==> config.mk <==
export PLATFORM = sky130hd
export DESIGN_NAME = length_counted_line_deframer_unit
export DESIGN_NICKNAME = d
export VERILOG_FILES = /design/src/rtl/lcld_pkg.sv /design/src/rtl/lcld_step.sv /design/src/rtl/length_counted_line_deframer_unit.sv
export SDC_FILE = /design/constraint.sdc
export NUM_CORES = 1
export LEC_CHECK = 0
export BUFFER_PORTS_ARGS = -buffer_cell sky130_fd_sc_hd__buf_2
export CAP_MARGIN = 20
export CORE_MARGIN = 1
export CORE_UTILIZATION = 60
export DETAILED_ROUTE_END_ITERATION = 12
export GPL_TIMING_DRIVEN = 0
export PLACE_DENSITY = 0.86
export SLEW_MARGIN = 20
export SYNTH_ARGS = -nofsm -noshare
export SYNTH_HDL_FRONTEND = slang
export SYNTH_SLANG_ARGS = --single-unit
==> constraint.sdc <==
create_clock -name clk -period 5.1 [get_ports clk]
set_clock_uncertainty 0.15 [all_clocks]
set_input_delay 0.765 -clock clk [delete_from_list [all_inputs] [get_ports clk]]
set_output_delay 0.765 -clock clk [all_outputs]
set_load 0.01 [all_outputs]
==> src/rtl/lcld_pkg.sv <==
// Shared types, codes and prefix patterns of the length-counted line deframer.
package lcld_pkg;

    // Fixed field widths
    localparam int BYTE_W  = 8;
    localparam int POS_W   = 8;
    localparam int LEN_W   = 16;
    localparam int CFG_W   = 8;

    // Default line limit (line_position saturates one below it)
    localparam int LINE_LIMIT_DEF = 255;

    // Prefix geometry
    localparam int BLE_LEN   = 9;
    localparam int SER_LEN   = 14;
    localparam int NIB_FIRST = 9;

    localparam logic [BYTE_W-1:0] CR_BYTE   = 8'h0d;
    localparam logic [BYTE_W-1:0] WILD_CHAR = 8'h3f;

    // Register indexes of the configuration port
    typedef enum logic [0:0] {
        CFG_BUDGET    = 1'b0,
        CFG_BLE_BYTES = 1'b1
    } cfg_index_t;

    // Input command codes
    typedef enum logic [0:0] {
        CMD_BYTE  = 1'b0,
        CMD_ABORT = 1'b1
    } command_t;

    // How a line ended
    typedef enum logic [1:0] {
        END_NONE  = 2'd0,
        END_CR    = 2'd1,
        END_ABORT = 2'd2
    } line_end_t;

    // Kind of the current line
    typedef enum logic [1:0] {
        KIND_PLAIN  = 2'd0,
        KIND_LENGTH = 2'd1,
        KIND_BLE    = 2'd2
    } frame_kind_t;

    // Per-line state kept between bytes
    typedef struct packed {
        logic [POS_W-1:0]  line_pos;
        logic              ble_prefix_ok;
        logic              serial_prefix_ok;
        logic [LEN_W-1:0]  length_nibbles;
        logic [POS_W-1:0]  payload_counter;
        frame_kind_t       line_kind;
    } state_t;

    localparam state_t STATE_CLEAR = '{
        line_pos:         '0,
        ble_prefix_ok:    1'b1,
        serial_prefix_ok: 1'b1,
        length_nibbles:   '0,
        payload_counter:  '0,
        line_kind:        KIND_PLAIN
    };

    // One result item
    typedef struct packed {
        logic [BYTE_W-1:0] byte_out;
        logic [POS_W-1:0]  line_position;
        logic              in_payload;
        line_end_t         line_end;
        frame_kind_t       frame_kind;
        logic [LEN_W-1:0]  payload_length;
        logic              length_error;
    } result_t;

    // "RECV BLE "
    function automatic logic [BYTE_W-1:0] ble_char(input logic [3:0] idx);
        logic [BYTE_W-1:0] c;
        case (idx)
            4'd0:    c = 8'h52;
            4'd1:    c = 8'h45;
            4'd2:    c = 8'h43;
            4'd3:    c = 8'h56;
            4'd4:    c = 8'h20;
            4'd5:    c = 8'h42;
            4'd6:    c = 8'h4c;
            4'd7:    c = 8'h45;
            4'd8:    c = 8'h20;
            default: c = 8'h00;
        endcase
        return c;
    endfunction

    // "RECV ??P ???? " with '?' as wildcard
    function automatic logic [BYTE_W-1:0] ser_char(input logic [3:0] idx);
        logic [BYTE_W-1:0] c;
        case (idx)
            4'd0:    c = 8'h52;
            4'd1:    c = 8'h45;
            4'd2:    c = 8'h43;
            4'd3:    c = 8'h56;
            4'd4:    c = 8'h20;
            4'd5:    c = WILD_CHAR;
            4'd6:    c = WILD_CHAR;
            4'd7:    c = 8'h50;
            4'd8:    c = 8'h20;
            4'd9:    c = WILD_CHAR;
            4'd10:   c = WILD_CHAR;
            4'd11:   c = WILD_CHAR;
            4'd12:   c = WILD_CHAR;
            4'd13:   c = 8'h20;
            default: c = 8'h00;
        endcase
        return c;
    endfunction

endpackage

==> src/rtl/lcld_step.sv <==
// Per-byte step of the deframer: prefix match, length capture, payload counting.
module lcld_step #(
    parameter int LINE_LIMIT = lcld_pkg::LINE_LIMIT_DEF
) (
    input  lcld_pkg::state_t                 state,
    input  logic [lcld_pkg::CFG_W-1:0]       payload_budget,
    input  logic [lcld_pkg::CFG_W-1:0]       ble_frame_bytes,
    input  logic                             command,
    input  logic [lcld_pkg::BYTE_W-1:0]      data_byte,
    input  logic                             collecting,
    output lcld_pkg::state_t                 state_next,
    output lcld_pkg::result_t                result
);
    import lcld_pkg::*;

    localparam logic [POS_W-1:0] POS_MAX = POS_W'(LINE_LIMIT - 1);

    logic [POS_W-1:0]  pos;
    logic [BYTE_W-1:0] b;
    logic              ble_ok;
    logic              ser_ok;
    logic              ble_m;
    logic              ser_m;
    logic [LEN_W-1:0]  nib;
    logic [POS_W-1:0]  cnt;
    logic              cnt_open;
    logic              len_fits;
    logic              counted;
    logic              err;
    logic              cr_end;
    logic [BYTE_W-1:0] ble_exp;
    logic [BYTE_W-1:0] ser_exp;
    frame_kind_t       kind;

    assign b   = data_byte;
    assign pos = (state.line_pos > POS_MAX) ? POS_MAX : state.line_pos;

    // Prefix comparison; a zero byte never matches
    assign ble_exp = ble_char(pos[3:0]);
    assign ser_exp = ser_char(pos[3:0]);

    always_comb
    begin
        ble_ok = state.ble_prefix_ok;
        if (pos < POS_W'(BLE_LEN))
        begin
            ble_ok = state.ble_prefix_ok && (b != '0) && (b == ble_exp);
        end
        ser_ok = state.serial_prefix_ok;
        if (pos < POS_W'(SER_LEN))
        begin
            ser_ok = state.serial_prefix_ok && (b != '0) &&
                     ((ser_exp == WILD_CHAR) || (b == ser_exp));
        end
    end

    // Length digits: low nibble of each, first digit in the top nibble
    always_comb
    begin
        nib = state.length_nibbles;
        case (pos)
            POS_W'(NIB_FIRST):     nib = nib | {b[3:0], 12'h000};
            POS_W'(NIB_FIRST + 1): nib = nib | {4'h0, b[3:0], 8'h00};
            POS_W'(NIB_FIRST + 2): nib = nib | {8'h00, b[3:0], 4'h0};
            POS_W'(NIB_FIRST + 3): nib = nib | {12'h000, b[3:0]};
            default:               nib = nib;
        endcase
    end

    assign ble_m    = ble_ok && (pos >= POS_W'(BLE_LEN - 1));
    assign ser_m    = ser_ok && (pos >= POS_W'(SER_LEN - 1));
    assign kind     = ble_m ? KIND_BLE : (ser_m ? KIND_LENGTH : KIND_PLAIN);
    assign cnt_open = state.payload_counter < payload_budget;
    assign len_fits = ({1'b0, nib} + 17'd1) < {9'd0, payload_budget};

    // Payload counter
    always_comb
    begin
        cnt     = state.payload_counter;
        counted = 1'b0;
        err     = 1'b0;
        cr_end  = 1'b0;
        if (collecting && ble_m && cnt_open)
        begin
            counted = 1'b1;
            if (state.payload_counter == '0)
                cnt = payload_budget - ble_frame_bytes;
            else
                cnt = state.payload_counter + POS_W'(1);
        end
        else if (collecting && ser_m && cnt_open)
        begin
            counted = 1'b1;
            if (state.payload_counter == '0)
            begin
                if (len_fits)
                begin
                    cnt = payload_budget - nib[POS_W-1:0];
                end
                else
                begin
                    cnt = POS_W'(1);
                    err = 1'b1;
                end
            end
            else
            begin
                cnt = state.payload_counter + POS_W'(1);
            end
        end
        else if (b == CR_BYTE)
        begin
            cr_end = 1'b1;
        end
    end

    // Next state and result
    always_comb
    begin
        if (command == CMD_ABORT)
        begin
            state_next = STATE_CLEAR;
            result     = '{byte_out: '0, line_position: '0, in_payload: 1'b0,
                           line_end: END_ABORT, frame_kind: KIND_PLAIN,
                           payload_length: '0, length_error: 1'b0};
        end
        else
        begin
            if (cr_end)
            begin
                state_next = STATE_CLEAR;
            end
            else
            begin
                state_next.line_pos         = (pos < POS_MAX) ? pos + POS_W'(1) : POS_MAX;
                state_next.ble_prefix_ok    = ble_ok;
                state_next.serial_prefix_ok = ser_ok;
                state_next.length_nibbles   = nib;
                state_next.payload_counter  = cnt;
                state_next.line_kind        = kind;
            end
            result.byte_out       = b;
            result.line_position  = pos;
            result.in_payload     = counted;
            result.line_end       = cr_end ? END_CR : END_NONE;
            result.frame_kind     = kind;
            result.payload_length = nib;
            result.length_error   = err;
        end
    end

endmodule

==> src/rtl/length_counted_line_deframer_unit.sv <==
// Top level of the length-counted line deframer: state, configuration and output buffer.
// Takes one received byte (or an abort command) per cycle while in_stall is low and
// returns one result per input. The per-byte step (prefix compare, length digit capture,
// payload counting) is a single pass of logic between the line state register and the
// result register, so the sustained rate is one item per clock without output stalls. A
// two-entry output buffer (result register plus skid register) keeps input transfers
// going for one extra item while the output side stalls; in_stall rises once both
// entries are full. Configuration writes land at the clock edge where cfg_we is high.
module length_counted_line_deframer_unit #(
    parameter int LINE_LIMIT = lcld_pkg::LINE_LIMIT_DEF
) (
    input  logic                            clk,
    input  logic                            rst_n,
    // configuration
    input  logic                            cfg_we,
    input  logic                            cfg_index,
    input  logic [lcld_pkg::CFG_W-1:0]      cfg_data,
    // input channel
    input  logic                            in_valid,
    output logic                            in_stall,
    input  logic                            command,
    input  logic [lcld_pkg::BYTE_W-1:0]     data_byte,
    input  logic                            collecting,
    // output channel
    output logic                            out_valid,
    input  logic                            out_stall,
    output logic [lcld_pkg::BYTE_W-1:0]     byte_out,
    output logic [lcld_pkg::POS_W-1:0]      line_position,
    output logic                            in_payload,
    output logic [1:0]                      line_end,
    output logic [1:0]                      frame_kind,
    output logic [lcld_pkg::LEN_W-1:0]      payload_length,
    output logic                            length_error
);
    import lcld_pkg::*;

    localparam logic [POS_W-1:0] POS_MAX = POS_W'(LINE_LIMIT - 1);

    logic [CFG_W-1:0] budget_reg;
    logic [CFG_W-1:0] ble_bytes_reg;
    state_t           state_reg;
    state_t           state_next;
    result_t          step_result;
    result_t          out_reg;
    result_t          skid_reg;
    logic             out_valid_reg;
    logic             skid_valid_reg;
    logic             in_xfer;
    logic             out_free;

    assign in_stall = skid_valid_reg;
    assign in_xfer  = in_valid && !skid_valid_reg;
    assign out_free = !out_valid_reg || !out_stall;

    // Configuration registers
    always_ff @(posedge clk or negedge rst_n)
    begin
        if (!rst_n)
        begin
            budget_reg    <= 8'd240;
            ble_bytes_reg <= 8'd20;
        end
        else if (cfg_we)
        begin
            unique case (cfg_index_t'(cfg_index))
                CFG_BUDGET:    budget_reg    <= cfg_data;
                CFG_BLE_BYTES: ble_bytes_reg <= cfg_data;
                default:       budget_reg    <= budget_reg;
            endcase
        end
    end

    // Per-byte step
    lcld_step #(
        .LINE_LIMIT(LINE_LIMIT)
    ) u_step (
        .state           (state_reg),
        .payload_budget  (budget_reg),
        .ble_frame_bytes (ble_bytes_reg),
        .command         (command),
        .data_byte       (data_byte),
        .collecting      (collecting),
        .state_next      (state_next),
        .result          (step_result)
    );

    // Line state register
    always_ff @(posedge clk or negedge rst_n)
    begin
        if (!rst_n)
            state_reg <= STATE_CLEAR;
        else if (in_xfer)
            state_reg <= state_next;
    end

    // Output buffer control
    always_ff @(posedge clk or negedge rst_n)
    begin
        if (!rst_n)
        begin
            out_valid_reg  <= 1'b0;
            skid_valid_reg <= 1'b0;
        end
        else if (out_free)
        begin
            if (skid_valid_reg)
            begin
                out_valid_reg  <= 1'b1;
                skid_valid_reg <= 1'b0;
            end
            else
            begin
                out_valid_reg <= in_xfer;
            end
        end
        else if (in_xfer)
        begin
            skid_valid_reg <= 1'b1;
        end
    end

    // Output buffer data
    always_ff @(posedge clk)
    begin
        if (out_free)
        begin
            if (skid_valid_reg)
                out_reg <= skid_reg;
            else if (in_xfer)
                out_reg <= step_result;
        end
        else if (in_xfer)
        begin
            skid_reg <= step_result;
        end
    end

    assign out_valid      = out_valid_reg;
    assign byte_out       = out_reg.byte_out;
    assign line_position  = out_reg.line_position;
    assign in_payload     = out_reg.in_payload;
    assign line_end       = out_reg.line_end;
    assign frame_kind     = out_reg.frame_kind;
    assign payload_length = out_reg.payload_length;
    assign length_error   = out_reg.length_error;

`ifndef SYNTHESIS
    // Skid entry is only ever filled behind a held result
    a_skid_behind_out: assert property (@(posedge clk) disable iff (!rst_n)
        skid_valid_reg |-> out_valid_reg)
        else $error("skid entry valid without a held result");

    // Abort clears the line position
    a_abort_clears: assert property (@(posedge clk) disable iff (!rst_n)
        (in_xfer && command == CMD_ABORT) |=> (state_reg.line_pos == '0))
        else $error("line state not cleared after abort");

    // Line position stays within the limit
    a_pos_limit: assert property (@(posedge clk) disable iff (!rst_n)
        out_valid_reg |-> (out_reg.line_position <= POS_MAX))
        else $error("line_position beyond limit");

    // A counted payload byte never ends the line
    a_payload_no_end: assert property (@(posedge clk) disable iff (!rst_n)
        (out_valid_reg && out_reg.in_payload) |-> (out_reg.line_end == END_NONE))
        else $error("payload byte ended a line");

    // A length error only comes with a counted byte
    a_err_counted: assert property (@(posedge clk) disable iff (!rst_n)
        (out_valid_reg && out_reg.length_error) |-> out_reg.in_payload)
        else $error("length error on an uncounted byte");
`endif

endmodule
; ---- Word level (Yosys, flattened, before mapping)
; Memory sizes are Yosys's and may differ from the RTL's.
; Index checks and enable logic that the tools add are counted.
; W data, S select, Z words.
[op_classes]
n_mux = 30
reduce_logical = 26
n_eq_ne = 8
order_cmp = 8
n_bitwise = 6
add_sub_neg = 5
[ops]
columns = op, count
row1 = $mux W38, 3
row2 = $mux W36, 2
row3 = $pmux W16 S4, 1
row4 = $mux W8, 7
row5 = $eq A8 B4 Y1 const B, 5
row6 = $add A16 B1 Y17 const B, 1
row7 = $lt A17 B8 Y1, 1
row8 = $add A8 B1 Y8 const B, 2
row9 = $eq A8 B8 Y1, 2
row10 = $ge A8 B4 Y1 const B, 2
row11 = $lt A8 B4 Y1 const B, 2
row12 = $mux W1, 16
row13 = $or A16 B12 Y16, 1
row14 = $or A16 B16 Y16, 1
row15 = $or A16 B4 Y16, 1
row16 = $or A16 B8 Y16, 1
row17 = $sub A8 B8 Y8, 2
row18 = $logic_and A1 B1 Y1, 11
row19 = $reduce_and A2 Y1, 5
row20 = $eq A8 B6 Y1 const B, 1
row21 = $gt A8 B8 Y1 const B, 1
row22 = $logic_not A8 Y1, 1
row23 = $lt A8 B8 Y1, 1
row24 = $lt A8 B8 Y1 const B, 1
row25 = 7 further kinds, 12
[totals]
mem_count = 2
in_bits = 24
elab_cells = 108
regBits = 128
romBits = 224
output_inout_bits = 40
[mem_list]
columns = memory, depth, width, rd, rd_clocked_by_memory_dff, write_ports, line
row1 = (name not given), 16, 7, 1, 0, 0, lcld_pkg.sv:98  ; case (idx)
row2 = (name not given), 16, 7, 1, 0, 0, lcld_pkg.sv:80  ; case (idx)

; ---- Logic depth before layout (Yosys ltp)
; Gate-level depths: netlist of the first run.
; An unclocked memory read counts as a cell.
[logic_depth]
ltp_word = 16
mapped_depth = 17
depth_no_buf = 14

; ---- Cells and area by module
; A second synthesis of the first run with hierarchy kept.
[unflattened]
cells_unflattened = 706
area_unflattened_um2 = 7932.6
[by_module_without_submodules]
columns = module, seq_area_each_um2, cells_per_inst, instances, area_each_um2
row1 = length_counted_line_deframer_unit, 3643.5, 238, 1, 4877.2
row2 = lcld_step, 0.0, 468, 1, 3055.4

; ---- Worst setup path after synthesis of the first run
; No wires, ideal clock.
[synth_path]
path_kind = input to register
start = in data_byte[1] (netlist name)
end = reg out_reg, in the netlist length_error, data pin
setup_slack_ps = 652
t_required_ps = 4690
path_stages = 16
arrival_ps = 4038
cell_sequence = buf_2 and3b_1 clkbuf_1 a31oi_1 inv_1 ha_1 ha_1 nor2b_1 o21a_1 o21ai_0 nand2b_1 a2111oi_0 o2111ai_2 nor3_4 nor3_2 mux2_2
[synth_rtl]
columns = element, line
row1 = "start, declared", length_counted_line_deframer_unit.sv:22  ; input logic [lcld_pkg::BYTE_W-1:0] data_byte,
row2 = "end signal, assigned", length_counted_line_deframer_unit.sv:128  ; out_reg <= skid_reg;
row3 = "end signal, assigned", length_counted_line_deframer_unit.sv:130  ; out_reg <= step_result;
row4 = "end, declared", length_counted_line_deframer_unit.sv:44  ; result_t out_reg;

==> summary.md, run 1 <==
| Metric | Value |
|---|---|
| DIE HEIGHT | `114 µm` |
| Rows | `40` |
| Core footprint | `0.0122 mm²` |
| WP data required | `5.13 ns` |
| Final Wtd Congestion | `0.911` |
| FF+latch count, synth | `128` |
| Die X | `114 µm` |
| Crit-path max FO | `10` |
| Final Instance Count excl. Fillers | `969` |
| Post-CTS Setup Bufs | `0` |
| GR Overflow Total | `0` |
| Final hold violations | `0` |
| Routed vias/inst | `6.36` |
| Top-count cell post-synth | `edfxtp_1` |
| Max Cap Viol | `0` |
| Critical path's largest stage delay | `0.51 ns` |
| Mapped cell area | `0.00756 mm²` |
| TritonCTS clock tree | `done` |
| CTS clock-pin slew for the worst setup and hold paths | `0.06 ns` |
| Final Max Slew Viols | `0` |
| Max reg flops | `38` |
| Synth unique cells | `84` |
| Post-CTS Hold Buffers | `0` |
| Status | `finished, final reports clean` |
| Startpoint Class | `flop` |
| Worst reg2reg setup slack | `0.28 ns` |
| I/O Buffers | `59` |
| Final period util | `94.5%` |
| Later-pin clock latency in the skew report | `0.43 ns` |
| Tmin final | `4.82 ns` |
| Post-CTS Resized | `0` |
| Fmax | `208 MHz` |
| Sink Count | `128` |
| Ys async rst share | `40.6%` |
| Pwr dens | `350 mW/mm²` |
| Wire per inst | `19.8 µm` |
| Worst Path Arrival | `4.85 ns` |
| Leakage power | `3.61 nW` |
| Actual slew at the worst max-slew pin | `0.904 ns` |
| Yosys top cell by area | `edfxtp_1` |
| Vias in the first global route | `6,054` |
| Most frequent CP cell | `ha_1` |
| Routed WL | `19,200 µm` |
| Post-Syn Nets | `769` |
| Crit-path slowest cell | `or4b_4` |
| Antenna viol nets, final | `0` |
| Total power | `3.07 mW` |
| Placed inst area | `0.00814 mm²` |
| Initial core utilization | `62.2%` |
| Hold Crit Class | `in -> async` |
| Buffers & Inverters on Critical Path | `2` |
| Via count | `6,160` |
| Primary FF master, synth | `edfxtp_1` |
| Worst IR Drop VDD | `0.170 mV` |
| I/O pin cnt | `64` |
| Initial antenna violation count | `0` |
| CP delay by family, top | `simple AND/OR/NAND/NOR gates` |
| Share of post-route cells with drive strength above 1 | `22.3%` |
| Headroom to the max-slew limit | `39.5%` |
| Dpl cells | `937` |
| RSZ-0062 raised after global routing | `false` |
| Die area | `0.0131 mm²` |
| First-pass GRT wire length | `30,600 µm` |
| Aggregate global-route resource usage | `31.1%` |
| Crit. End Element | `flop` |
| WS Path Type | `reg -> reg` |
| Yosys top cell area share | `30.2%` |
| Mapped Cells | `708` |
| DRC | `0` |
| CP Cell Sequence | `buf_4 -> nor3b_4 -> a31oi_2 -> inv_1 -> ha_1 -> or4b_4 -> nor2_1 -> xnor2_1 -> ha_1 -> a2111oi_0 -> o2111ai_2 -> nor3_4 -> nor3_2 -> mux2_2` |
| Antenna diodes | `0` |
| Layout Utilization | `72.1%` |
| EDFF count, synth | `76` |
| Max clock buf depth | `2` |
| Post-Syn Area per Cell | `10.7 µm²` |
| Warnings from Yosys | `0` |
| CTS Buf Count | `17` |
| Design area | `0.00876 mm²` |
| H-tree levels | `4` |
| CTS root buf | `clkbuf_16` |
| Sequential-to-total area share from yosys stat | `47.5%` |
| Initial drt markers | `697` |
| DR pass1 iterations | `6` |
| Pin count of the biggest net entering global routing | `53` |
| Top post-synthesis cells by count | `76 x edfxtp_1, 66 x nor2_1, 52 x nand2_1` |
| Final setup vio count | `0` |
| Nets | `849` |
| DP Wirelength | `13,300 µm` |
| Layout area overhead | `15.9%` |
| Largest cells by area after synthesis | `edfxtp_1 30%, dfrtp_1 15%, ha_1 5.8%` |
-- worst register-to-register path: cells and delay by family, from the launching register on --
kind            cells  cell delay [ns]
simple gates        5             1.72
compound gates      3             1.03
fa+ha+maj           2             0.47
flops               1             0.41
buf+inv             2             0.38
mux                 1             0.30
xor+xnor            1             0.09
-- cells by family (layout without fill, tap and decap cells) --
kind of cell | count (synthesis) | in the layout | synth area share [%]
AOI/OAI and AO/OA | 165 | 165 | 16.5
xor gates and xnor gates | 32 | 32 | 3.71
adders and majority gates | 37 | 37 | 6.32
buffers and inverters | 71 | 164 | 3.92
DFF | 128 | 128 | 47.5
muxes | 28 | 28 | 4.12
and+or+nand+nor | 247 | 247 | 17.9
-- area by class of cell --
type | count | area, µm²
inverter | 29 | 109
multi-input combinational | 509 | 3710
sequential | 128 | 3590
tap | 168 | 210
clock inverter | 15 | 183
timing repair buffer | 61 | 345
buffer | 42 | 189
clock buffer | 17 | 425
fill | 818 | 3400
-- path summary, 6_finish.rpt --
kind                                           startpoint                      endpoint  cells after the start
worst max-delay path            state_reg[29]$_DFFE_PN0P_        length_error$_DFFE_PP_                     14
max in group asynchronous                           rst_n     state_reg[21]$_DFFE_PN0P_                      1
worst min register to register  state_reg[27]$_DFFE_PN1P_     state_reg[27]$_DFFE_PN1P_                      2
worst max register to register  state_reg[29]$_DFFE_PN0P_        length_error$_DFFE_PP_                     14
worst min-delay path                                rst_n  ble_bytes_reg[3]$_DFFE_PN0P_                      1
min in group clk                state_reg[27]$_DFFE_PN1P_     state_reg[27]$_DFFE_PN1P_                      2
-- metal layers --
layer,vias to the layer above,global-route usage [%],wire (µm)
li1,2783,-,-
met1,2960,38.2,7710
met5,-,0,0
met3,71,7.52,1530
met4,0,15.2,626
met2,346,51.5,9330
-- power breakdown --
part	leakage [nW]	switching, mW	internal (mW)
registers	1.41	0.0315	1.18
clock network	0.292	0.487	0.773
logic	1.91	0.370	0.230
-- per-stage QoR --
stage               setup TNS [ns]  hold slack (ns)  setup slack (ns)
global route                     0            0.285             0.114
detailed placement          -0.154            0.321            -0.104
finish                           0            0.224             0.282
global placement           -0.0392            0.313           -0.0392
CTS                              0            0.250             0.250
floorplan                        0            0.303             0.652
-- cell usage in the layout (no fill, tap or decap), drive strengths merged, types with 5 or more instances in the layout --
master,Yosys,routed
dfstp,8,8
and3,6,6
a31oi,19,19
o21a,6,6
nand2b,10,10
o31ai,27,27
nand3,14,14
o2bb2ai,5,5
dfrtp,44,44
xor2,12,12
a21oi,21,21
mux2,25,25
inv,29,33
or3,6,6
buf,19,80
nand2,53,53
nor2,67,67
ha,35,35
a21o,6,6
nor3,28,28
clkbuf,23,40
xnor2,20,20
a211oi,5,5
nor4,8,8
clkinv,0,5
o21ai,31,31
a22o,5,5
and2,6,6
nor2b,22,22
edfxtp,76,76
Note: power is estimated with default switching activity, not from simulation.
==> run 2: changes to the inputs <==
--- a/config.mk
+++ b/config.mk
@@ -8,10 +8,10 @@
 export BUFFER_PORTS_ARGS = -buffer_cell sky130_fd_sc_hd__buf_2
 export CAP_MARGIN = 20
 export CORE_MARGIN = 1
-export CORE_UTILIZATION = 60
+export CORE_UTILIZATION = 45
 export DETAILED_ROUTE_END_ITERATION = 12
 export GPL_TIMING_DRIVEN = 0
-export PLACE_DENSITY = 0.86
+export PLACE_DENSITY = 0.69
 export SLEW_MARGIN = 20
 export SYNTH_ARGS = -nofsm -noshare
 export SYNTH_HDL_FRONTEND = slang
==> run 2 against run 1 <==
  * Fmax down 0.83%
  * Wire length is 7.6% lower
  * Sequential share of layout area down 0.24 points
  * Critical path depth is the same
  * Combinational power shrank 3%
  * Clock power barely moved
  * Sequential cell count unchanged
  * Sequential power is essentially flat
==> summary.md, run 2 (synthesis results as in run 1) <==
| Metric | Value |
|---|---|
| DRC | `0 (unchanged)` |
| Crit-path max FO | `10 (unchanged)` |
| Wire per inst | `17.4 µm (-12%)` |
| Via count | `5,754 (-6.6%)` |
| Crit. End Element | `flop` |
| Headroom to the max-slew limit | `46.2% (+6.8 points)` |
| Leakage power | `3.60 nW (-0.17%)` |
| Die area | `0.0173 mm² (+33%)` |
| WP data required | `5.13 ns (about the same)` |
| Worst IR Drop VDD | `0.238 mV (+40%)` |
| Design area | `0.00882 mm² (+0.59%)` |
| I/O Buffers | `59 (unchanged)` |
| Max reg flops | `38 (unchanged)` |
| Aggregate global-route resource usage | `21.3% (-9.8 points)` |
| CTS clock-pin slew for the worst setup and hold paths | `0.06 ns (about the same)` |
| Actual slew at the worst max-slew pin | `0.796 ns (-0.108 ns)` |
| Tmin final | `4.86 ns (+0.0402 ns)` |
| Share of post-route cells with drive strength above 1 | `21.9% (-0.47 points)` |
| Max Cap Viol | `0 (unchanged)` |
| Startpoint Class | `flop` |
| Later-pin clock latency in the skew report | `0.43 ns (about the same)` |
| Nets | `849 (unchanged)` |
| Worst Path Arrival | `4.89 ns (+0.04 ns)` |
| Fill count | `1,461 (+79%)` |
| Core footprint | `0.0165 mm² (+35%)` |
| Sink Count | `128 (unchanged)` |
| Initial antenna violation count | `0 (unchanged)` |
| CP Launch Point | `state_reg[29]$_DFFE_PN0P_` |
| Worst r2r src | `state_reg[29]$_DFFE_PN0P_` |
| Final Max Slew Viols | `0 (unchanged)` |
| I/O pin cnt | `64 (unchanged)` |
| Vias in the first global route | `5,345 (-12%)` |
| Antenna viol nets, final | `0 (unchanged)` |
| Final period util | `95.3% (+0.79 points)` |
| Post-route setup TNS | `0 ns (unchanged)` |
| CTS root buf | `clkbuf_16` |
| Final setup vio count | `0 (unchanged)` |
| Initial drt markers | `495 (-29%)` |
| Dpl cells | `989 (+5.5%)` |
| Total power | `3.02 mW (-1.6%)` |
| Layout Utilization | `53.5% (-19 points)` |
| Hold Crit Class | `in -> async` |
| Final Instance Count excl. Fillers | `1,020 (+5.3%)` |
| Rows | `47 (+18%)` |
| Status | `finished, final reports clean` |
| GR Overflow Total | `0 (unchanged)` |
| Initial core utilization | `45.9% (-16 points)` |
| Pin count of the biggest net entering global routing | `53 (unchanged)` |
| CTS Buf Count | `17 (unchanged)` |
| Max clock buf depth | `2 (unchanged)` |
| Multi-input gate area | `0.00370 mm² (-0.14%)` |
| Placed inst area | `0.00821 mm² (+0.89%)` |
| Hold_ws | `0.230 ns (+0.00601 ns)` |
| Antenna diodes | `0 (unchanged)` |
| Routed vias/inst | `5.64 (-11%)` |
| DP Wirelength | `12,700 µm (-4.4%)` |
| Final worst setup slack | `0.242 ns (-0.0402 ns)` |
| First-pass GRT wire length | `28,600 µm (-6.5%)` |
| Routed WL | `17,700 µm (-7.6%)` |
| Fmax | `206 MHz (-0.83%)` |
| Layout area overhead | `16.6%` |
| DIE HEIGHT | `132 µm (+15%)` |
| TritonCTS clock tree | `done` |
| Most common cell after layout, fill and taps aside | `edfxtp_1` |
| Die X | `132 µm (+15%)` |
| Most frequent cells in the layout | `76 x edfxtp_1, 70 x buf_2, 65 x nor2_1` |
| Final hold violations | `0 (unchanged)` |
| FF+latch area | `0.00359 mm² (unchanged)` |
| Post-CTS Setup Bufs | `0 (unchanged)` |
| DR pass1 iterations | `5 (-1)` |
| RSZ-0062 raised after global routing | `false` |
| Pre-CTS setup slack | `-0.270 ns (-0.166 ns)` |
| H-tree levels | `4 (unchanged)` |
| Pwr dens | `343 mW/mm² (-2.2%)` |
| Final Wtd Congestion | `0.886 (-2.8%)` |
| WS Path Type | `reg -> reg` |
==> run 2: cell count changes in the layout (fill, tap and decap cells not counted), sizes merged <==
cell,previous run,this run
clkinv,5,8
inv,33,30
clkinvlp,3,2
==> run 2: layout make-up <==
class	instances	area share, %
multi-input combinational	509	42.0
timing repair buffer	61	4.00
sequential	128	40.8
clock buffer	17	4.83
tap	220	3.12
buffer	42	2.13
clock inverter	14	1.90
inverter	29	1.23
==> run 2: critical path: stages (launching register included) <==
cell	delay, ns
dfrtp_1	0.42
buf_4	0.20
nor3b_4	0.47
a31oi_1	0.34
inv_1	0.23
ha_1	0.30
or4b_4	0.51
nor2_1	0.13
xnor2_1	0.09
ha_1	0.22
a2111oi_1	0.44
o2111ai_2	0.22
nor3_4	0.46
nor3_2	0.14
mux2_2	0.28
==> run 2: layer usage <==
metal	vias to the layer above	track usage, %	part of all wire, %
met1	2745	29.6	46
met3	33	4.40	5.6
met2	194	32.4	46
met4	0	8.66	2.5
met5	-	0	0
li1	2782	-	-
==> run 2: path summary, 6_finish.rpt <==
path | to | slack, ns | depth (start not counted)
setup / recovery | length_error$_DFFE_PP_ | 0.24 | 14
hold / removal | ble_bytes_reg[6]$_DFFE_PN0P_ | 0.23 | 1
setup reg to reg | length_error$_DFFE_PP_ | 0.24 | 14
hold reg to reg | state_reg[27]$_DFFE_PN1P_ | 0.34 | 2
max in group asynchronous | out_valid$_DFFE_PN0N_ | 4.11 | 1
min in group clk | state_reg[27]$_DFFE_PN1P_ | 0.34 | 2
==> run 2: where the power goes <==
| part | total [mW] | switching [mW] | internal (mW) |
|---|---|---|---|
| Sequential | 1.21 | 0.0278 | 1.18 |
| Combinational | 0.583 | 0.352 | 0.230 |
| Clock | 1.23 | 0.468 | 0.764 |
==> run 2: timing repair <==
item,4_1_cts,5_1_grt
hold buffers,0,0
resized for setup,0,3
endpoints found under the setup margin,0,4
endpoints found under the hold margin,0,0
==> run 3: changes to the inputs <==
--- a/config.mk
+++ b/config.mk
@@ -11,7 +11,7 @@
 export CORE_UTILIZATION = 45
 export DETAILED_ROUTE_END_ITERATION = 12
 export GPL_TIMING_DRIVEN = 0
-export PLACE_DENSITY = 0.69
+export PLACE_DENSITY_LB_ADDON = 0.25
 export SLEW_MARGIN = 20
 export SYNTH_ARGS = -nofsm -noshare
 export SYNTH_HDL_FRONTEND = slang
==> run 3 against run 2 <==
  * Cell area up 0.20%
  * Sequential share of layout area down 0.081 points
  * First-iteration DRC count down 12%
  * Setup slack worse by 0.028 ns
  * Critical path type is now in -> reg
  * Largest cell class unchanged
  * Largest power group unchanged
==> summary.md, run 3 (synthesis results as in run 1) <==
| Metric | Value |
|---|---|
| Crit-path max FO | `9 (-1)` |
| Final Instance Count excl. Fillers | `1,021 (+0.098%)` |
| Core footprint | `0.0165 mm² (unchanged)` |
| Via count | `5,878 (+2.2%)` |
| Final period util | `95.8% (+0.55 points)` |
| Tmin final | `4.89 ns (+0.0281 ns)` |
| Post-CTS Setup Bufs | `0 (unchanged)` |
| Max Cap Viol | `0 (unchanged)` |
| WS Path Type | `in -> reg` |
| Worst Path Arrival | `4.90 ns (about the same)` |
| Final hold violations | `0 (unchanged)` |
| DIE HEIGHT | `132 µm (unchanged)` |
| Routed vias/inst | `5.76 (+2.1%)` |
| Placed inst area | `0.00820 mm² (about the same)` |
| CTS root buf | `clkbuf_16` |
| CTS Buf Count | `17 (unchanged)` |
| TritonCTS clock tree | `done` |
| Fmax | `205 MHz (-0.57%)` |
| Hold_ws | `0.245 ns (+0.0151 ns)` |
| Design area | `0.00883 mm² (+0.20%)` |
| Post-CTS Resized | `0 (unchanged)` |
| DRC | `0 (unchanged)` |
| Final setup vio count | `0 (unchanged)` |
| Status | `finished, final reports clean` |
| DP Wirelength | `13,700 µm (+7.3%)` |
| Layout area overhead | `16.8%` |
| Most frequent cells in the layout | `76 x edfxtp_1, 70 x buf_2, 65 x nor2_1` |
| Max reg flops | `38 (unchanged)` |
| Max clock buf depth | `2 (unchanged)` |
| Initial core utilization | `45.9% (unchanged)` |
| Antenna viol nets, final | `0 (unchanged)` |
| Pwr dens | `347 mW/mm² (+1.4%)` |
| First-pass GRT wire length | `30,500 µm (+6.8%)` |
| Final Wtd Congestion | `0.833 (-6.0%)` |
| WP data required | `5.11 ns (-0.02 ns)` |
| Initial drt markers | `434 (-12%)` |
| Startpoint Class | `input pin` |
| Rows | `47 (unchanged)` |
| Antenna diodes | `0 (unchanged)` |
| Headroom to the max-slew limit | `46.3% (about the same)` |
| Aggregate global-route resource usage | `22.8% (+1.4 points)` |
| Crit. End Element | `flop` |
| DR pass1 iterations | `6 (+1)` |
| H-tree levels | `4 (unchanged)` |
| Wire per inst | `18.4 µm (+5.9%)` |
| Multi-input gate area | `0.00370 mm² (unchanged)` |
| FF+latch area | `0.00359 mm² (unchanged)` |
| Post-CTS Hold Buffers | `0 (unchanged)` |
| Worst r2r src | `state_reg[29]$_DFFE_PN0P_` |
| Die area | `0.0173 mm² (unchanged)` |
| Post-route setup TNS | `0 ns (unchanged)` |
| I/O Buffers | `59 (unchanged)` |
| Fill count | `1,445 (-1.1%)` |
| Initial antenna violation count | `0 (unchanged)` |
| CTS clock-pin slew for the worst setup and hold paths | `0.06 ns (about the same)` |
| Nets | `849 (unchanged)` |
| Final Max Slew Viols | `0 (unchanged)` |
| Vias in the first global route | `5,683 (+6.3%)` |
| GR Overflow Total | `0 (unchanged)` |
| Hold Crit Class | `in -> async` |
| Share of post-route cells with drive strength above 1 | `21.6% (-0.28 points)` |
| Layout Utilization | `53.6% (+0.11 points)` |
| Die X | `132 µm (unchanged)` |
| Worst IR Drop VDD | `0.224 mV (-6.2%)` |
| Dpl cells | `989 (unchanged)` |
| Actual slew at the worst max-slew pin | `0.800 ns (+0.00458 ns)` |
| CP Launch Point | `data_byte[0]` |
| Sink Count | `128 (unchanged)` |
| Later-pin clock latency in the skew report | `0.42 ns (about the same)` |
| I/O pin cnt | `64 (unchanged)` |
| Leakage power | `3.60 nW (about the same)` |
| Routed WL | `18,800 µm (+6.0%)` |
| Most common cell after layout, fill and taps aside | `edfxtp_1` |
| Pin count of the biggest net entering global routing | `53 (unchanged)` |
[run 3: changes by cell type in the layout (fill, tap and decap cells not counted), sizes merged]
| cell | before | now |
|---|---|---|
| clkinvlp | 2 | 3 |
| inv | 30 | 31 |
| bufinv | 3 | 4 |
| clkbuf | 40 | 41 |
| clkinv | 8 | 5 |
[run 3: final timing paths]
| kind | slack (ns) | to | cells after the start |
|---|---|---|---|
| max | 0.21 | length_error$_DFFE_PP_ | 15 |
| min | 0.24 | ble_bytes_reg[3]$_DFFE_PN0P_ | 1 |
| max reg2reg | 0.22 | length_error$_DFFE_PP_ | 14 |
| min reg2reg | 0.33 | state_reg[27]$_DFFE_PN1P_ | 2 |
| max in group asynchronous | 4.09 | out_valid$_DFFE_PN0N_ | 1 |
| min in group clk | 0.33 | state_reg[27]$_DFFE_PN1P_ | 2 |
[run 3: critical path: stages]
cell,delay (ns)
clkbuf_1,0.25
and3b_1,0.35
a31oi_1,0.49
inv_1,0.22
ha_1,0.32
ha_1,0.26
nor2b_1,0.13
o21a_1,0.16
o21ai_0,0.15
nand2b_1,0.11
a2111oi_1,0.58
o2111ai_2,0.22
nor3_4,0.46
nor3_2,0.13
mux2_2,0.29
[run 3: cell type report]
class	instances	area share, %
multi-input cells	509	41.9
clock buffers	18	4.86
flip-flops and latches	128	40.7
plain buffers	42	2.12
repair buffers	61	3.91
clock inverters	14	2.14
inverters	29	1.23
well taps	220	3.12
[run 3: report_power, final]
part,internal [mW],switching [mW]
clock,0.816,0.454
sequential,1.18,0.0283
combinational,0.230,0.361
[run 3: per-layer routing]
layer / part of all wire, % / global-route usage [%]
met1: 44 / 30.2
met5: 0 / 0
met4: 1.5 / 8.40
met3: 5.8 / 4.13
met2: 49 / 37.1
[run 3: stage by stage]
stage               setup slack, ns  power, mW
finish                        0.214       3.07
global route              -0.000199       3.19
CTS                          0.0317       3.09
detailed placement           -0.327       1.81
global placement             -0.329       1.79
floorplan                     0.652       1.63
